**src/hdl/fdpa_pkg.sv**
```systemverilog
// ----------------------------------------------------------------------------
// fdpa_pkg
// Framing constants, status codes and beat layout for the delta accumulator.
// ----------------------------------------------------------------------------
package fdpa_pkg;

   localparam logic [7:0] HDR_BYTE  = 8'hAA;
   localparam logic [7:0] TAIL_BYTE = 8'h55;

   localparam logic signed [31:0] POS_RESET = 32'sd3000;

   // frame_status codes
   localparam logic [1:0] ST_NONE = 2'd0;
   localparam logic [1:0] ST_OK   = 2'd1;
   localparam logic [1:0] ST_SUM  = 2'd2;
   localparam logic [1:0] ST_TAIL = 2'd3;

   localparam int REQ_DATA_W = 8;
   localparam int RSP_DATA_W = 72;   // 2 + 32 + 32 = 66, padded to 9 bytes

   typedef logic [7:0] byte_type;

endpackage

```
**src/hdl/framed_delta_packet_accumulator_top.sv**
```systemverilog
// ----------------------------------------------------------------------------
// framed_delta_packet_accumulator_top
// Byte-stream frame parser (0xAA, 4 payload, checksum, 0x55) feeding two
// saturating position accumulators with sign-magnitude deltas.
// ----------------------------------------------------------------------------
// Path: a req beat is taken into the input register, then into the result
//   register, which drives rsp_tvalid.
// Throughput: 1 byte per cycle unless rsp_tready stalls; each position
//   update is a 33-bit add and saturate between input and result regs.
// Reset: pipeline empties, parser hunts for a header, both positions = 3000.
module framed_delta_packet_accumulator_top
   import fdpa_pkg::*;
(
   input  logic                  clock,
   input  logic                  reset,
   input  logic                  req_tvalid,
   output logic                  req_tready,
   input  logic [REQ_DATA_W-1:0] req_tdata,   // [7:0] rx_byte
   output logic                  rsp_tvalid,
   input  logic                  rsp_tready,
   // [1:0] frame_status, [33:2] x_position, [65:34] y_position, [71:66] zero
   output logic [RSP_DATA_W-1:0] rsp_tdata
);

   localparam logic [2:0] PH_HUNT = 3'd0;
   localparam logic [2:0] PH_P0   = 3'd1;
   localparam logic [2:0] PH_P1   = 3'd2;
   localparam logic [2:0] PH_P2   = 3'd3;
   localparam logic [2:0] PH_P3   = 3'd4;
   localparam logic [2:0] PH_SUM  = 3'd5;
   localparam logic [2:0] PH_TAIL = 3'd6;

   logic                  s1_valid_ff;
   byte_type              s1_byte_ff;
   logic                  rsp_valid_ff;
   logic [1:0]            status_ff, status_in;
   logic [2:0]            phase_ff, phase_in;
   byte_type              payload_ff [5];
   logic signed [31:0]    x_acc_ff, x_acc_in;
   logic signed [31:0]    y_acc_ff, y_acc_in;

   logic                  out_take;
   logic                  s1_adv;
   byte_type              csum;
   logic [2:0]            wr_idx;

   function automatic logic signed [16:0] sm_delta(input byte_type hi, input byte_type lo);
      logic signed [16:0] mag;
      mag = {2'b00, hi[6:0], lo};
      return hi[7] ? -mag : mag;
   endfunction

   function automatic logic signed [31:0] sat_add(input logic signed [31:0] acc,
                                                  input logic signed [16:0] d);
      logic signed [32:0] s;
      s = {acc[31], acc} + {{16{d[16]}}, d};
      if (s[32] != s[31]) begin
         return s[32] ? 32'sh8000_0000 : 32'sh7FFF_FFFF;
      end
      return s[31:0];
   endfunction

   assign out_take   = !rsp_valid_ff || rsp_tready;
   assign s1_adv     = s1_valid_ff && out_take;
   assign req_tready = !s1_valid_ff || out_take;

   assign csum   = payload_ff[0] + payload_ff[1] + payload_ff[2] + payload_ff[3];
   assign wr_idx = phase_ff - PH_P0;

   always_comb begin
      phase_in  = phase_ff;
      status_in = ST_NONE;
      x_acc_in  = x_acc_ff;
      y_acc_in  = y_acc_ff;
      unique case (phase_ff)
         PH_HUNT: begin
            if (s1_byte_ff == HDR_BYTE) phase_in = PH_P0;
         end
         PH_P0, PH_P1, PH_P2, PH_P3, PH_SUM: begin
            phase_in = phase_ff + 3'd1;
         end
         PH_TAIL: begin
            phase_in = PH_HUNT;
            if (s1_byte_ff != TAIL_BYTE) begin
               status_in = ST_TAIL;
            end else if (csum == payload_ff[4]) begin
               status_in = ST_OK;
               x_acc_in  = sat_add(x_acc_ff, sm_delta(payload_ff[0], payload_ff[1]));
               y_acc_in  = sat_add(y_acc_ff, sm_delta(payload_ff[2], payload_ff[3]));
            end else begin
               status_in = ST_SUM;
            end
         end
         default: begin
            phase_in = PH_HUNT;
         end
      endcase
   end

   always_ff @(posedge clock) begin
      if (reset) begin
         s1_valid_ff  <= 1'b0;
         rsp_valid_ff <= 1'b0;
         phase_ff     <= PH_HUNT;
         x_acc_ff     <= POS_RESET;
         y_acc_ff     <= POS_RESET;
      end else begin
         if (req_tready) s1_valid_ff <= req_tvalid;
         if (out_take) rsp_valid_ff <= s1_valid_ff;
         if (s1_adv) begin
            phase_ff <= phase_in;
            x_acc_ff <= x_acc_in;
            y_acc_ff <= y_acc_in;
         end
      end
   end

   // payload store is always rewritten before the tail is checked
   always_ff @(posedge clock) begin
      if (req_tready) s1_byte_ff <= req_tdata;
      if (s1_adv) begin
         status_ff <= status_in;
         if (phase_ff >= PH_P0 && phase_ff <= PH_SUM) payload_ff[wr_idx] <= s1_byte_ff;
      end
   end

   // positions move only together with the result register
   assign rsp_tvalid = rsp_valid_ff;
   assign rsp_tdata  = {6'b0, y_acc_ff, x_acc_ff, status_ff};

endmodule

```
**config.mk**
```make
export PLATFORM = sky130hd
export DESIGN_NAME = framed_delta_packet_accumulator_top
export DESIGN_NICKNAME = d
export VERILOG_FILES = /design/src/hdl/fdpa_pkg.sv /design/src/hdl/framed_delta_packet_accumulator_top.sv
export SDC_FILE = /design/constraint.sdc
export NUM_CORES = 1
export LEC_CHECK = 0
export BUFFER_PORTS_ARGS = -buffer_cell sky130_fd_sc_hd__buf_2
export CAP_MARGIN = 20
export CORE_ASPECT_RATIO = 0.6
export CORE_UTILIZATION = 35
export DETAILED_ROUTE_END_ITERATION = 8
export GPL_ROUTABILITY_DRIVEN = 0
export PLACE_DENSITY_LB_ADDON = 0.15
export SLEW_MARGIN = 15
export SYNTH_ARGS = -nofsm -noshare
export SYNTH_HDL_FRONTEND = slang
export SYNTH_SLANG_ARGS = --single-unit
```
**constraint.sdc**
```tcl
create_clock -name clock -period 5.2 [get_ports clock]
set_clock_uncertainty 0.1 [all_clocks]
set_input_delay 0.52 -clock clock [delete_from_list [all_inputs] [get_ports clock]]
set_output_delay 0.52 -clock clock [all_outputs]
set_load 0.02 [all_outputs]
```
After elaboration in Yosys (flattened, before gate mapping)
Memory sizes are Yosys's and may differ from the RTL's. Cells that the tools add are included.

Add/sub/neg operators: 9. Multipliers: 0. Div/mod/pow operators: 0. Order comparisons: 2. Eq/ne operators: 12. Shift-type cells: 0. Muxes and demuxes: 23. Bitwise operators: 1. Reduce and logical (&&, ||, !) cells: 10.

Operators by type and width (number): two-way mux 32 bit (6); adder 32 x 17 -> 33 bit (2); two-way mux 17 bit (2); negator 15 -> 17 bit (2); adder 8 bit (3); two-way mux 1 bit (11); equality test 3 bit, second input constant (3); equality test 8 bit (1); equality test 8 bit, second input constant (1); inequality test 8 x 7 -> 1 bit, second input constant (1); equality test 3 x 2 -> 1 bit, second input constant (2); case mux 3 bit (2 select lines) (1); OR reduction 5 bit (1); two-way mux 2 bit (2); AND reduction 4 bit (1); adder 3 x 1 -> 3 bit, second input constant (1); equality test 3 x 1 -> 1 bit, second input constant (1); greater-or-equal comparator 3 x 1 -> 1 bit, second input constant (1); less-or-equal comparator 3 bit, second input constant (1); zero test 3 bit (1); two-way mux 3 bit (1); subtractor 3 x 1 -> 3 bit, second input constant (1); logical AND 1 bit (2); zero test 1 bit (2); other kinds (5) (7).

Register bits after elaboration: 79. Latch bits: 0. Bits in writable memories: 40. ROM bits: 0. Input bits: 12. Output and inout port bits: 74. Word-level logic and storage cells: 65. Memories kept: 1.

Memory list: payload_ff (depth 5, width 8, read ports 5, clocked after Yosys merged registers in 0, wr ports 1, line framed_delta_packet_accumulator_top.sv:38) `byte_type payload_ff [5];`.

Logic depth before layout (Yosys ltp)
Gate-level depths: netlist (run 1). An unclocked memory read counts as a cell.

Depth in word-level cells: 10. Depth in mapped cells: 19. Gate-level depth less buffers: 17.

Worst setup path before layout (run 1)
Ideal clock, no wire load.

Path type: register to register. Start: memory payload_ff[1][4] in the netlist's numbering. End: register x_acc_ff[1]. Setup time: 0.121 ns. Arrival time: 4.471 ns. Data required time: 4.979 ns. Path slack: 0.509 ns. Stages on the path, launching flop included: 18. Path buffers: 3. Clock period less this slack: 4.691 ns. Path through: edfxtp_1 or4_1 or4_1 o21a_1 a21o_1 ha_1 clkbuf_1 nand3_1 a2111oi_1 a22oi_1 a21o_1 a21oi_1 or2_0 buf_2 a31oi_1 o21ai_1 buf_2 nor3_1.

RTL lines: start, declared (line framed_delta_packet_accumulator_top.sv:38); end signal, assigned (line framed_delta_packet_accumulator_top.sv:112) `x_acc_ff <= x_acc_in;`; end, declared (line framed_delta_packet_accumulator_top.sv:39) `logic signed [31:0] x_acc_ff, x_acc_in;`.

==> qor.csv, run 1 <==
metric,value,unit
status,"finished, final reports clean",
n_antenna_cell,0,
cpPeakStageDelay,0.59,ns
fin_ws,0.253,ns
path_max_fanout,10,
cts_resized,0,
reg2reg_depth,17,
cp_slowest_cell,or4_1,
fin_util,42.8,%
top_layer_used,met4,
drc,0,
cap_violations,0,
rows,45,
reg2reg_slack,0.25,ns
dr_wl_met3,2.12,mm
hold_path_depth,1,
hold_start,req_tdata[5],
crit_cells,17,
crit_top_cell,buf_4,
grt_max_degree,37,
wl_per_cell,18.0,um
cts_buffer_depth,2,
max_freq,0.202,GHz
synth-seq-cells,119,
first_global_vias,7393,
dp_hpwl,21.1,mm
avgSynthCellArea,8.64,sq um
die_area,26600,sq um
hold_violations,0,
numCtsBuffers,17,
rsz0062_at_grt,true,
finalCritPeriodShare,95.1,%
path_buf_inv,4,
worst_pin_slew,1.07,ns
synth-edff-count,50,
async_flop_share,0,%
endpoint_kind,register,
final.min_clock_period,4.95,ns
worstSetupStartpoint,payload_ff[1][6],
track_usage,20.9,%
cts.htree.levels,4,
dp_slack,0.0364,ns
clk_pin_slew,0.06,ns
layout-drive-gt1-share,16.3,%
slew_headroom,28.0,%
ys.flop_type,dfxtp_1,
drv_slew,0,
powerDensity,205,nW/um^2
crit_type,reg -> reg,
power.leakage,4.54,nW
synthesis.area,9070,sq um
regToRegStartpoint,payload_ff[1][6],
required,5.48,ns
ys_types,73,
timing.rr.end,x_acc_ff[30],
cts_setup_buffers,0,
worst_ep_arrival_time,5.22,ns
overflow,0,
cts_hold_buf,0,
met2_length,9.70,mm
place_inst,1484,
vias,8255,
fp.dieH,127,um
hp-class,in -> reg,
fin_hold_ws,0.149,ns
drt_iter0_drc,725,
cp-start-kind,register,
die_width,210,um
boundaryPins,86,
layout.cells.non_filler,1516,
cts_tree,done,
clkSinkCount,119,
yosysSeqAreaShare,31.8,%
yosys_warnings,0,
avgViaCountPerCell,5.45,
insertion_delay,0.44,ns
postRouteAntennaNets,0,
syn-instance-count,1049,
num-nets-final,1280,
core_area,25300,sq um
m1WireLength,15.3,mm
cp_cell_sequence,"or4_1, or4_1, o21a_1, a21o_1, ha_1, inv_1, buf_4, o22ai_1, o2bb2ai_1, o41ai_1, buf_4, o31ai_4, a31oi_2, buf_4, o311ai_4, o221ai_1, o21ba_1",
syn2layout_area_growth,19.6,%
wirelength,27.4,mm
hold_path_end,s1_byte_ff[5],
grt_antenna_before_repair,0,
ctsRootBufferMaster,clkbuf_16,
critPathTopFamily,compound AO/OA/AOI/OAI gates,
port_buffers,79,
setup_tns,0,ns
grt_pass1_wl,42.7,mm
first_pass_iters,5,
ir_drop,0.197,mV
setup_viol,0,
start_util,35.8,%
metal layers:
layer  track usage [%]  up-vias
met2              25.1      274
met1              34.0     3858
met3              6.66       19
met4              5.11        0
met5                 0        -
li1                  -     4104
Yosys cell counts (11+ instances only):
master	n	share of area, %
xor2_1	29	2.8
clkbuf_1	25	1.0
fa_1	16	3.5
dfxtp_1	69	15
nor4_1	11	0.76
o21ai_0	67	3.7
a21o_1	28	2.3
nor2_1	118	4.9
nand3_1	18	0.99
nand2_1	73	3.0
a211oi_1	33	2.7
a21oi_1	90	5.0
ha_1	78	11
nand2b_1	11	0.76
edfxtp_1	50	17
xnor2_1	61	5.9
inv_1	41	1.7
buf_2	11	0.61
nor3_1	42	2.3
state kept, by name (all words and copies together), names as in the netlist:
signal,cells
status_ff,2
s1_valid_ff,1
phase_ff,3
s1_byte_ff,8
payload_ff,40
y_acc_ff,32
x_acc_ff,32
rsp_tvalid,1
metrics by stage:
step / area (sq um) / power [mW]
floorplan: 9090 / 1.02
global placement: 10200 / 1.04
detailed placement: 10200 / 1.04
CTS: 10800 / 2.24
global route: 10800 / 2.29
finish: 10800 / 2.22
layout by cell type, fill, tap and decap left out, types with 5 or more instances in the layout:
cell       Yosys  layout
nand4_1        7       7
o21bai_1       5       5
o41ai_1        5       5
xor2_1        29      29
nor2_1       118     118
a31oi_1       10      10
o21a_1         8       8
and3_1         9       9
o21ai_1        6       6
fa_1          16      16
a211oi_1      33      33
o21ai_0       67      67
a21oi_1       90      90
inv_1         41      41
a21boi_1       5       5
or4_1          7       6
ha_1          78      78
buf_4          6      62
or3_1          6       6
conb_1         1       6
dfxtp_1       69      69
o211ai_1       8       8
and2_1         7       7
nand3_1       18      18
o31ai_1        6       6
a21boi_0       6       6
nand2b_1      11      11
nor4_1        11       9
buf_2         11      79
nor3_1        42      40
nor2b_1        7       7
clkbuf_16      0      17
edfxtp_1      50      50
a21o_1        28      28
nand2_1       73      73
xnor2_1       61      61
final cells by class:
| cell class | instances | area, sq um |
|---|---|---|
| Multi-Input combinational cell | 851 | 5910 |
| Clock buffer | 18 | 429 |
| Fill cell | 2559 | 14500 |
| Inverter | 41 | 154 |
| Sequential cell | 119 | 2880 |
| Clock inverter | 14 | 151 |
| Timing Repair Buffer | 144 | 912 |
| Tap cell | 329 | 412 |
how the worst max path moves through the flow:
stage / end / slack (ns)
2_1_floorplan: x_acc_ff[1] / 0.51
5_1_grt: y_acc_ff[11] / -0.009
3_3_place_gp: x_acc_ff[30] / 0.16
6_report: x_acc_ff[30] / 0.25
3_5_place_dp: y_acc_ff[11] / 0.04
4_1_cts: y_acc_ff[11] / 0.004
cell families (layout without fill, tap and decap cells):
group,count (synthesis),after routing,share of synthesized area (%)
AO/OA/AOI/OAI,325,325,23.5
XOR/XNOR,90,90,8.69
adder cells (fa/ha/maj),94,94,14.3
buffers and inverters,84,217,3.88
flip-flops,119,119,31.8
multiplexers,4,4,0.442
other,1,6,0.0414
AND/OR/NAND/NOR,332,332,17.3
report_power, final:
group | switching [mW] | internal (mW) | total, mW
Sequential | 0.0104 | 0.978 | 0.989
Combinational | 0.0215 | 0.00869 | 0.0302
Clock | 0.493 | 0.708 | 1.20
Note: power is estimated with default switching activity, not from simulation.
==> inputs of run 2 (changes only) <==
PLACE_DENSITY = 0.63   (was unset)
PLACE_DENSITY_LB_ADDON = unset   (was 0.15)
REMOVE_ABC_BUFFERS = 1   (was unset)
==> run 2 against run 1 <==
Against the previous run:
- flip-flop and latch count did not move
- utilization shrank 0.41 points
- critical path depth fell by 1
- via count rose by 0.33%
- count of clock-buffer cells in the layout shrank 1
- worst hold slack improved by 0.019 ns
- final cell count is 1.5% lower
- non-clock buffer count is 22 lower
- worst setup slack improved by 0.0035 ns
==> qor.csv, run 2 (synthesis gave the netlist of run 1 again) <==
metric,value,unit
fin_util,42.4,%
powerDensity,213,nW/um^2
rows,45,
setup_tns,0,ns
power.leakage,4.47,nW
ir_drop,0.166,mV
vias,8282,
fp.dieH,127,um
cap_violations,0,
combPwrFrac,1.3,%
largest_reg_flops,40,
die_area,26600,sq um
hold_start,req_tdata[6],
grt_max_degree,33,
endpoint_kind,register,
numCtsBuffers,17,
layout-drive-gt1-share,15.2,%
p_int,1.79,mW
top_register,payload_ff,
clk_pin_slew,0.06,ns
fin_area,10700,sq um
layout_common_cells,"118 x nor2_1, 89 x a21oi_1, 79 x buf_2",
first_global_vias,7673,
num-fill-cells,2504,
boundaryPins,86,
swShare,21.9,%
max_freq,0.202,GHz
hp-class,in -> reg,
seqPwrFrac,43.2,%
power_frac_clock,55.5,%
syn2layout_area_growth,18.5,%
top_regs,"payload_ff: 40 flops, x_acc_ff: 32 flops, y_acc_ff: 32 flops",
setup_viol,0,
n_antenna_cell,0,
wirelength,26.1,mm
grt_antenna_before_repair,0,
port_buffers,79,
cts_hold_buf,0,
num-nets-final,1258,
path_max_fanout,12,
placed_area,10100,sq um
cts.htree.levels,4,
track_usage,20.0,%
drv_slew,0,
mostFrequentLayoutCell,nor2_1,
drc,0,
wl_per_cell,17.5,um
worst_pin_slew,1.00,ns
final.min_clock_period,4.94,ns
insertion_delay,0.43,ns
cts_buffer_depth,2,
status,"finished, final reports clean",
avgViaCountPerCell,5.54,
cp-start-kind,register,
hold_violations,0,
first_pass_iters,5,
crit_type,reg -> reg,
die_width,210,um
grt_pass1_wl,42.0,mm
required,5.37,ns
finalCritPeriodShare,95.1,%
drt_iter0_drc,789,
core_area,25300,sq um
worstSetupStartpoint,payload_ff[1][6],
regToRegStartpoint,payload_ff[1][6],
layout.cells.non_filler,1494,
clkSinkCount,119,
cts_setup_buffers,0,
dp_hpwl,20.0,mm
overflow,0,
rsz0062_at_grt,false,
postRouteAntennaNets,0,
cts_tree,done,
start_util,35.8,%
ctsRootBufferMaster,clkbuf_16,
p_sw,501,uW
worst_ep_arrival_time,5.12,ns
place_inst,1462,
slew_headroom,32.7,%
[run 2: through the flow]
stage / power [mW] / worst slack (ns) / hold slack, ns
floorplan: 1.02 / -3.47 / 0.386
global placement: 1.04 / 0.271 / 0.386
detailed placement: 1.04 / 0.100 / 0.385
CTS: 2.31 / 0.0823 / 0.153
global route: 2.35 / 0.0125 / 0.156
finish: 2.29 / 0.256 / 0.168
[run 2: layer usage]
| metal | share of wire [%] | global-route usage [%] |
|---|---|---|
| met5 | 0 | 0 |
| met1 | 55 | 32.2 |
| met4 | 0.97 | 4.72 |
| met2 | 37 | 26.0 |
| met3 | 7.3 | 4.63 |
[run 2: power groups by stage]
stage	clock network (mW)	logic (mW)	registers (mW)
2_1_floorplan	0	0.0117	1.00
3_3_place_gp	0	0.0290	1.01
3_5_place_dp	0	0.0290	1.01
4_1_cts	1.29	0.0292	0.990
5_1_grt	1.33	0.0319	0.990
6_report	1.27	0.0289	0.990
[run 2: worst paths after layout]
| check | slack (ns) | cells after the start | to |
|---|---|---|---|
| max | 0.26 | 16 | x_acc_ff[8] |
| min | 0.17 | 1 | s1_byte_ff[6] |
| max reg2reg | 0.26 | 16 | x_acc_ff[8] |
| min reg2reg | 0.40 | 2 | y_acc_ff[31] |
[run 2: timing repair]
| item | in CTS | in global routing |
|---|---|---|
| resized for setup | 0 | 18 |
| endpoints found under the setup margin | 0 | 55 |
| hold endpoints to repair | 0 | 0 |
[run 2: worst max-delay path, cell delays in order, from the launching register on]
cell and delay (ns):
edfxtp_1 0.44, or4_1 0.62, or4_1 0.51, o21a_1 0.24, a21o_2 0.29, ha_2 0.41, o21ai_0 0.11, a2111oi_1 0.45
buf_4 0.20, a22oi_1 0.07, a21o_1 0.23, a21oi_2 0.24, or2_4 0.20, o311a_1 0.25, buf_12 0.16, a21boi_0 0.18
o21ai_0 0.09
[run 2: final cells by class]
| class | instances | area, sq um | share of cell area, % |
|---|---|---|---|
| clock inverters | 15 | 200 | 1.86 |
| clock buffers | 17 | 425 | 3.96 |
| inverters | 41 | 154 | 1.43 |
| repair buffers | 122 | 743 | 6.92 |
| flip-flops and latches | 119 | 2880 | 26.8 |
| multi-input cells | 851 | 5930 | 55.2 |
| well taps | 329 | 412 | 3.83 |
